<file path="src/design/bspt_ram.sv">
// Simple dual-port RAM: one write port, one read port with registered data.
// Generic; no package dependency.
module bspt_ram #(
    parameter int DEPTH     = 16,
    parameter int WIDTH     = 8,
    parameter int ADDR_BITS = $clog2(DEPTH)
) (
    input  logic                 aclk,
    input  logic                 we,
    input  logic [ADDR_BITS-1:0] waddr,
    input  logic [WIDTH-1:0]     wdata,
    input  logic                 re,
    input  logic [ADDR_BITS-1:0] raddr,
    output logic [WIDTH-1:0]     rdata
);

    logic [WIDTH-1:0] mem [DEPTH];

    always_ff @(posedge aclk) begin
        if (we) begin
            mem[waddr] <= wdata;
        end
    end

    always_ff @(posedge aclk) begin
        if (re) begin
            rdata <= mem[raddr];
        end
    end

endmodule

</file>
<file path="config.mk">
export PLATFORM = sky130hd
export DESIGN_NAME = bspt_ram
export DESIGN_NICKNAME = d
export VERILOG_FILES = /design/src/design/bspt_ram.sv
export SDC_FILE = /design/constraint.sdc
export NUM_CORES = 1
export LEC_CHECK = 0
export BUFFER_PORTS_ARGS = -buffer_cell sky130_fd_sc_hd__buf_2
export CAP_MARGIN = 40
export CORE_ASPECT_RATIO = 0.75
export CORE_MARGIN = 4
export CORE_UTILIZATION = 40
export CTS_CLUSTER_DIAMETER = 60
export DETAILED_ROUTE_END_ITERATION = 16
export PLACE_DENSITY_LB_ADDON = 0.2
export SLEW_MARGIN = 25
export SYNTH_ARGS = -nofsm -noshare
export SYNTH_HDL_FRONTEND = slang
export SYNTH_SLANG_ARGS = --single-unit
</file>
<file path="constraint.sdc">
create_clock -name aclk -period 2 [get_ports aclk]
set_input_delay 0.1 -clock aclk [delete_from_list [all_inputs] [get_ports aclk]]
set_output_delay 0.1 -clock aclk [all_outputs]
set_load 0.02 [all_outputs]
</file>
==> results of run 1 <==
-- final cells by class --
| class | count | area, um^2 |
|---|---|---|
| tap | 166 | 208 |
| timing repair buffer | 51 | 355 |
| fill | 1043 | 6230 |
| clock buffer | 18 | 429 |
| sequential | 136 | 4080 |
| clock inverter | 14 | 158 |
| multi-input combinational | 83 | 1060 |
-- metrics by stage --
step	power (mW)	instances	instance area, um^2	hold WS, ps	worst slack (ps)
5_1_grt	6.86	468	6290	68.4	479
4_1_cts	6.68	468	6290	62.4	527
3_5_place_dp	3.62	436	5700	489	366
2_1_floorplan	3.46	229	5230	199	407
6_report	6.63	468	6290	73.4	535
3_3_place_gp	3.61	436	5700	492	373
-- cell usage after synthesis --
master	instances	area share
edfxtp_1	136	0.78
nor3_1	4	0.0038
nand3b_1	2	0.0029
buf_6	3	0.0065
and2b_1	1	0.0014
nand2_1	9	0.0065
nand2b_1	2	0.0024
nor2b_1	1	0.0012
and2_1	1	0.0012
mux4_1	14	0.070
buf_4	1	0.0014
or3b_2	1	0.0017
mux4_2	18	0.078
buf_2	3	0.0029
a22oi_1	16	0.023
clkdlybuf4s25_2	3	0.0057
nor2_1	13	0.0093
nand3_1	1	0.00096
-- worst max path at each step --
stage | to | slack (ps)
after floorplan | mem[0][0] | 410
after global placement | rdata[2] | 370
after detailed placement | rdata[2] | 370
after CTS | rdata[2] | 530
after global routing | rdata[2] | 480
final | rdata[2] | 530
-- power by group --
part	switching (mW)	total (mW)	leakage [nW]	internal, mW
logic	0.186	0.321	0.618	0.135
registers	0.0199	3.23	1.24	3.21
clock network	1.13	3.08	0.281	1.94
total	1.34	6.63	2.13	5.29
-- metal layers --
layer,vias up,share of wire,GRT usage
li1,1105,-,-
met1,1280,0.50,0.236
met2,64,0.44,0.227
met3,12,0.044,0.0379
met4,0,0.013,0.0539
met5,-,0,0
-- cells by family after synthesis --
kind of cell,after synthesis
flip-flops,136
AO/OA/AOI/OAI,16
multiplexers,32
AND/OR/NAND/NOR,35
buffers and inverters,10
-- worst max-delay path, stage by stage, from the launching register on --
cell,delay (ps)
edfxtp_1,350
mux4_1,500
a22oi_1,280
nand2_1,70
-- sequential cells by signal, indices dropped and copies added, names as in the netlist --
name / count
mem: 128
rdata: 8
==> impl_metrics.yaml, run 1 <==
power_and_ir_drop:
  p_leak_nw: 2.13
  cellPowerDensity_nw_per_um2: 1050
  ir_worst_vdd_v: 0.000679
critical_path:
  endpoint_kind: "register"
  reg2reg_to: "rdata[2]"
  startpoint_type: "register"
  required_ps: 2150
  r2r_cells: 3
  worstSetupPathType: "register to register"
  crit_fanout: 1
  cp.arrival_ps: 1610
  rr_startpoint: "mem[9][2]"
  rrSetupSlack_ps: 530
  crit_start: "mem[9][2]"
yosys:
  synth.avg_cell_area_um2: 22.8
  synth.mux.area_fraction: 0.148
  seq_area_frac_synth: 0.781
  ys_seq_elements: 136
  synth_compound_area_frac: 0.0230
  yosysUniqueCellTypes: 18
  synth_warnings: 0
  synth_xor_area_frac: 0
  netlist_area_um2: 5230
  synth_cells: 229
  synthAdderAreaFrac: 0
  syn-num-nets: 248
  synth_top_family_by_area: "multiplexers"
  yosys.area_share.simple: 0.0314
timing:
  min_period_ps: 1470
  clock_skew_ps: 8.20
  fmax_mhz: 682
  period_share: 0.733
  setup_tns_ps: 0
  hold_viol: 0
  max_slew_margin: 0.717
  slew_viol_final: 0
  worst_slew_pin_slew_ps: 424
  rsz0062_at_grt: "false"
  final-setup-viol-count: 0
cts:
  clkLatencyLatePin_ps: 410
  cts_buffer_depth: 2
  h-tree-depth: 4
  cts_hold_buf: 0
  cts_setup_buffers: 0
  cts_root_buf: "clkbuf_16"
  cts_resized: 0
  clk_pin_slew_ps: 50
  clock_sinks: 136
  numCtsBuffers: 17
  cts_tree: "built"
floorplan:
  die-area_um2: 15000
  start_util: 0.417
  pin_count: 27
  core-area_um2: 12500
  dieWidth_um: 140
  rows: 35
  fp.dieH_um: 107
route:
  drt-wirelength-per-cell_um: 23.0
  vias_per_cell: 5.26
  antenna_left: 0
  vias: 2461
  drt_iter0_markers: 176
  first_pass_iters: 5
  drc_errors: 0
  finalWirelength_um: 10800
grt:
  grt_pass1_vias: 2682
  antenna_found_initial: 0
  grt_max_degree: 18
  grt_pass1_wl_um: 16700
  grt.total_usage: 0.158
  grt_overflow: 0
flow_run:
  maxCapViolCount: 0
placement:
  detailed_place_hpwl_um: 6950
  routabilityCongestion: 0.727
  port_buffers: 26
worst_hold_path:
  holdPathStages: 1
  min_from: "re"
  hold_class: "input port to register"
  min_to: "rdata[3]"
status:
  status: "complete, no violations"
layout:
  fin_nets: 308
  antennaDiodeCount: 0
  area_delta_synth_final_pct: 20.3
  final_common_cell: "edfxtp_1"
  final_layout_size_suffix_gt1_frac: 0.328
  layout_common_cells: "edfxtp_1, buf_2, buf_4"
  fin_util: 0.502
Power figures use the tool's default switching activity.
==> run 2, diff against run 1 <==
==> constraint.sdc (replaced) <==
create_clock -name aclk -period 1.4 [get_ports aclk]
set_input_delay 0.07 -clock aclk [delete_from_list [all_inputs] [get_ports aclk]]
set_output_delay 0.07 -clock aclk [all_outputs]
set_load 0.02 [all_outputs]
==> impl_metrics.yaml, run 2 (synthesized netlist as in run 1, its figures left out) <==
cts:
  h-tree-depth: 4
  cts_root_buf: "clkbuf_16"
  clkLatencyLatePin_ps: 410
  numCtsBuffers: 17
  clock_sinks: 136
  cts_buffer_depth: 2
  clk_pin_slew_ps: 60
  cts_tree: "built"
layout:
  antennaDiodeCount: 0
  final_layout_size_suffix_gt1_frac: 0.396
  largest_reg_flops: 128
  fin_nets: 309
  seqCellArea_um2: 4080
  largestRegisters: "mem x128, rdata x8"
  fillerInstances: 1038
  area_delta_synth_final_pct: 21.5
  final_common_cell: "edfxtp_1"
  top_register: "mem"
  multi_input_comb_area_um2: 1080
  layout_common_cells: "edfxtp_1, buf_2, mux4_2"
grt:
  grt_max_degree: 17
  grt.total_usage: 0.147
  grt_pass1_wl_um: 15800
  antenna_found_initial: 0
  grt_overflow: 0
  grt_pass1_vias: 2601
timing:
  setup_ws_ps: 13.9
  slew_viol_final: 0
  rsz0062_at_grt: "true"
  clock_skew_ps: 9.94
  hold_viol: 0
  fmax_mhz: 721
  final-setup-viol-count: 0
  max_slew_margin: 0.665
  whs_ps: 41.9
  min_period_ps: 1390
  worst_slew_pin_slew_ps: 503
  period_share: 0.990
placement:
  routabilityCongestion: 0.725
  port_buffers: 26
  dpl_worst_slack_ps: -207
  detailed_place_hpwl_um: 6870
route:
  vias: 2524
  first_pass_iters: 4
  drt_iter0_markers: 256
  antenna_left: 0
  vias_per_cell: 5.38
  finalWirelength_um: 10200
  drc_errors: 0
  drt-wirelength-per-cell_um: 21.7
floorplan:
  rows: 35
  pin_count: 27
  core-area_um2: 12500
  dieWidth_um: 140
  start_util: 0.417
  fp.dieH_um: 107
  die-area_um2: 15000
status:
  status: "complete, no violations"
power_and_ir_drop:
  ir_worst_vdd_v: 0.000864
  total_power_mw: 9.48
  cellPowerDensity_nw_per_um2: 1490
  p_leak_nw: 2.11
critical_path:
  reg2reg_to: "rdata[6]"
  path_cells: "mux4_2, a22oi_2, nand2_1"
  rr_startpoint: "mem[2][6]"
  endpoint_kind: "register"
  rrSetupSlack_ps: 10
  worstSetupPathType: "register to register"
  crit_buf_inv: 0
  crit_fanout: 1
  critical_path.top_delay_family: "multiplexers"
  cpMaxStageDelayCell: "mux4_2"
  cp.arrival_ps: 1550
  startpoint_type: "register"
  required_ps: 1560
  cpPeakStageDelay_ps: 480
  r2r_cells: 3
worst_hold_path:
  min_from: "wdata[0]"
  hold_class: "input port to register"
  min_to: "mem[10][0]"
  holdPathStages: 1
flow_run:
  maxCapViolCount: 0
-- run 2: cell types whose count changed in the layout (fill, tap and decap cells not counted), moves of 2 or more --
cell	previous run	this run
a22oi_1	16	7
a22oi_2	0	9
mux4_1	14	7
mux4_2	18	25
inv_6	0	5
clkinv_2	4	0
clkinvlp_4	3	6
buf_12	3	5
buf_4	22	20
clkinv_1	2	0
-- run 2: timing repair --
| action | CTS | global route |
|---|---|---|
| endpoints found under the setup margin | 7 | 8 |
| cloned | 0 | 0 |
| hold buffers | 0 | 0 |
| buffers inserted | 0 | 0 |
| resized for setup | 14 | 2 |
| pin swaps | 4 | 4 |
-- run 2: power breakdown --
group	internal, mW	leakage [nW]	switching [mW]	total [mW]
logic	0.211	0.607	0.271	0.482
clock network	2.65	0.270	1.73	4.38
registers	4.59	1.24	0.0287	4.62
-- run 2: how the worst max path moves through the flow --
stage	startpoint	to	slack [ps]	depth (start not counted)
3_5_place_dp	raddr[0]	rdata[1]	-210	5
5_1_grt	mem[7][7]	rdata[7]	-40	3
6_report	mem[2][6]	rdata[6]	10	3
4_1_cts	mem[11][1]	rdata[1]	4	3
2_1_floorplan	raddr[0]	rdata[1]	50	5
3_3_place_gp	raddr[0]	rdata[1]	-240	5
-- run 2: worst register-to-register path: cells and delay by family (launching register included) --
family / cells / cell delay, ps
AOI/OAI and AO/OA: 1 / 200
muxes: 1 / 480
DFF: 1 / 390
and+or+nand+nor: 1 / 80
-- run 2: routing by layer --
layer / GRT usage / part of all wire / vias to the layer above
li1: - / - / 1102
met1: 0.227 / 0.50 / 1340
met2: 0.196 / 0.44 / 66
met3: 0.0366 / 0.048 / 16
met4: 0.0643 / 0.018 / 0
met5: 0 / 0 / -
-- run 2: through the flow --
| stage | utilization | area [um^2] | std cells | TNS [ps] |
|---|---|---|---|---|
| floorplan | - | 5230 | 229 | 0 |
| global placement | 0.457 | 5730 | 435 | -1220 |
| detailed placement | 0.457 | 5730 | 435 | -1190 |
| CTS | 0.505 | 6330 | 467 | 0 |
| global route | 0.507 | 6350 | 469 | -196 |
| finish | 0.507 | 6350 | 469 | 0 |
-- run 2: final cells by class --
| class | count | share of cell area |
|---|---|---|
| Sequential cell | 136 | 0.643 |
| Multi-Input combinational cell | 83 | 0.170 |
| Clock buffer | 17 | 0.0670 |
| Timing Repair Buffer | 52 | 0.0611 |
| Tap cell | 166 | 0.0327 |
| Clock inverter | 15 | 0.0262 |
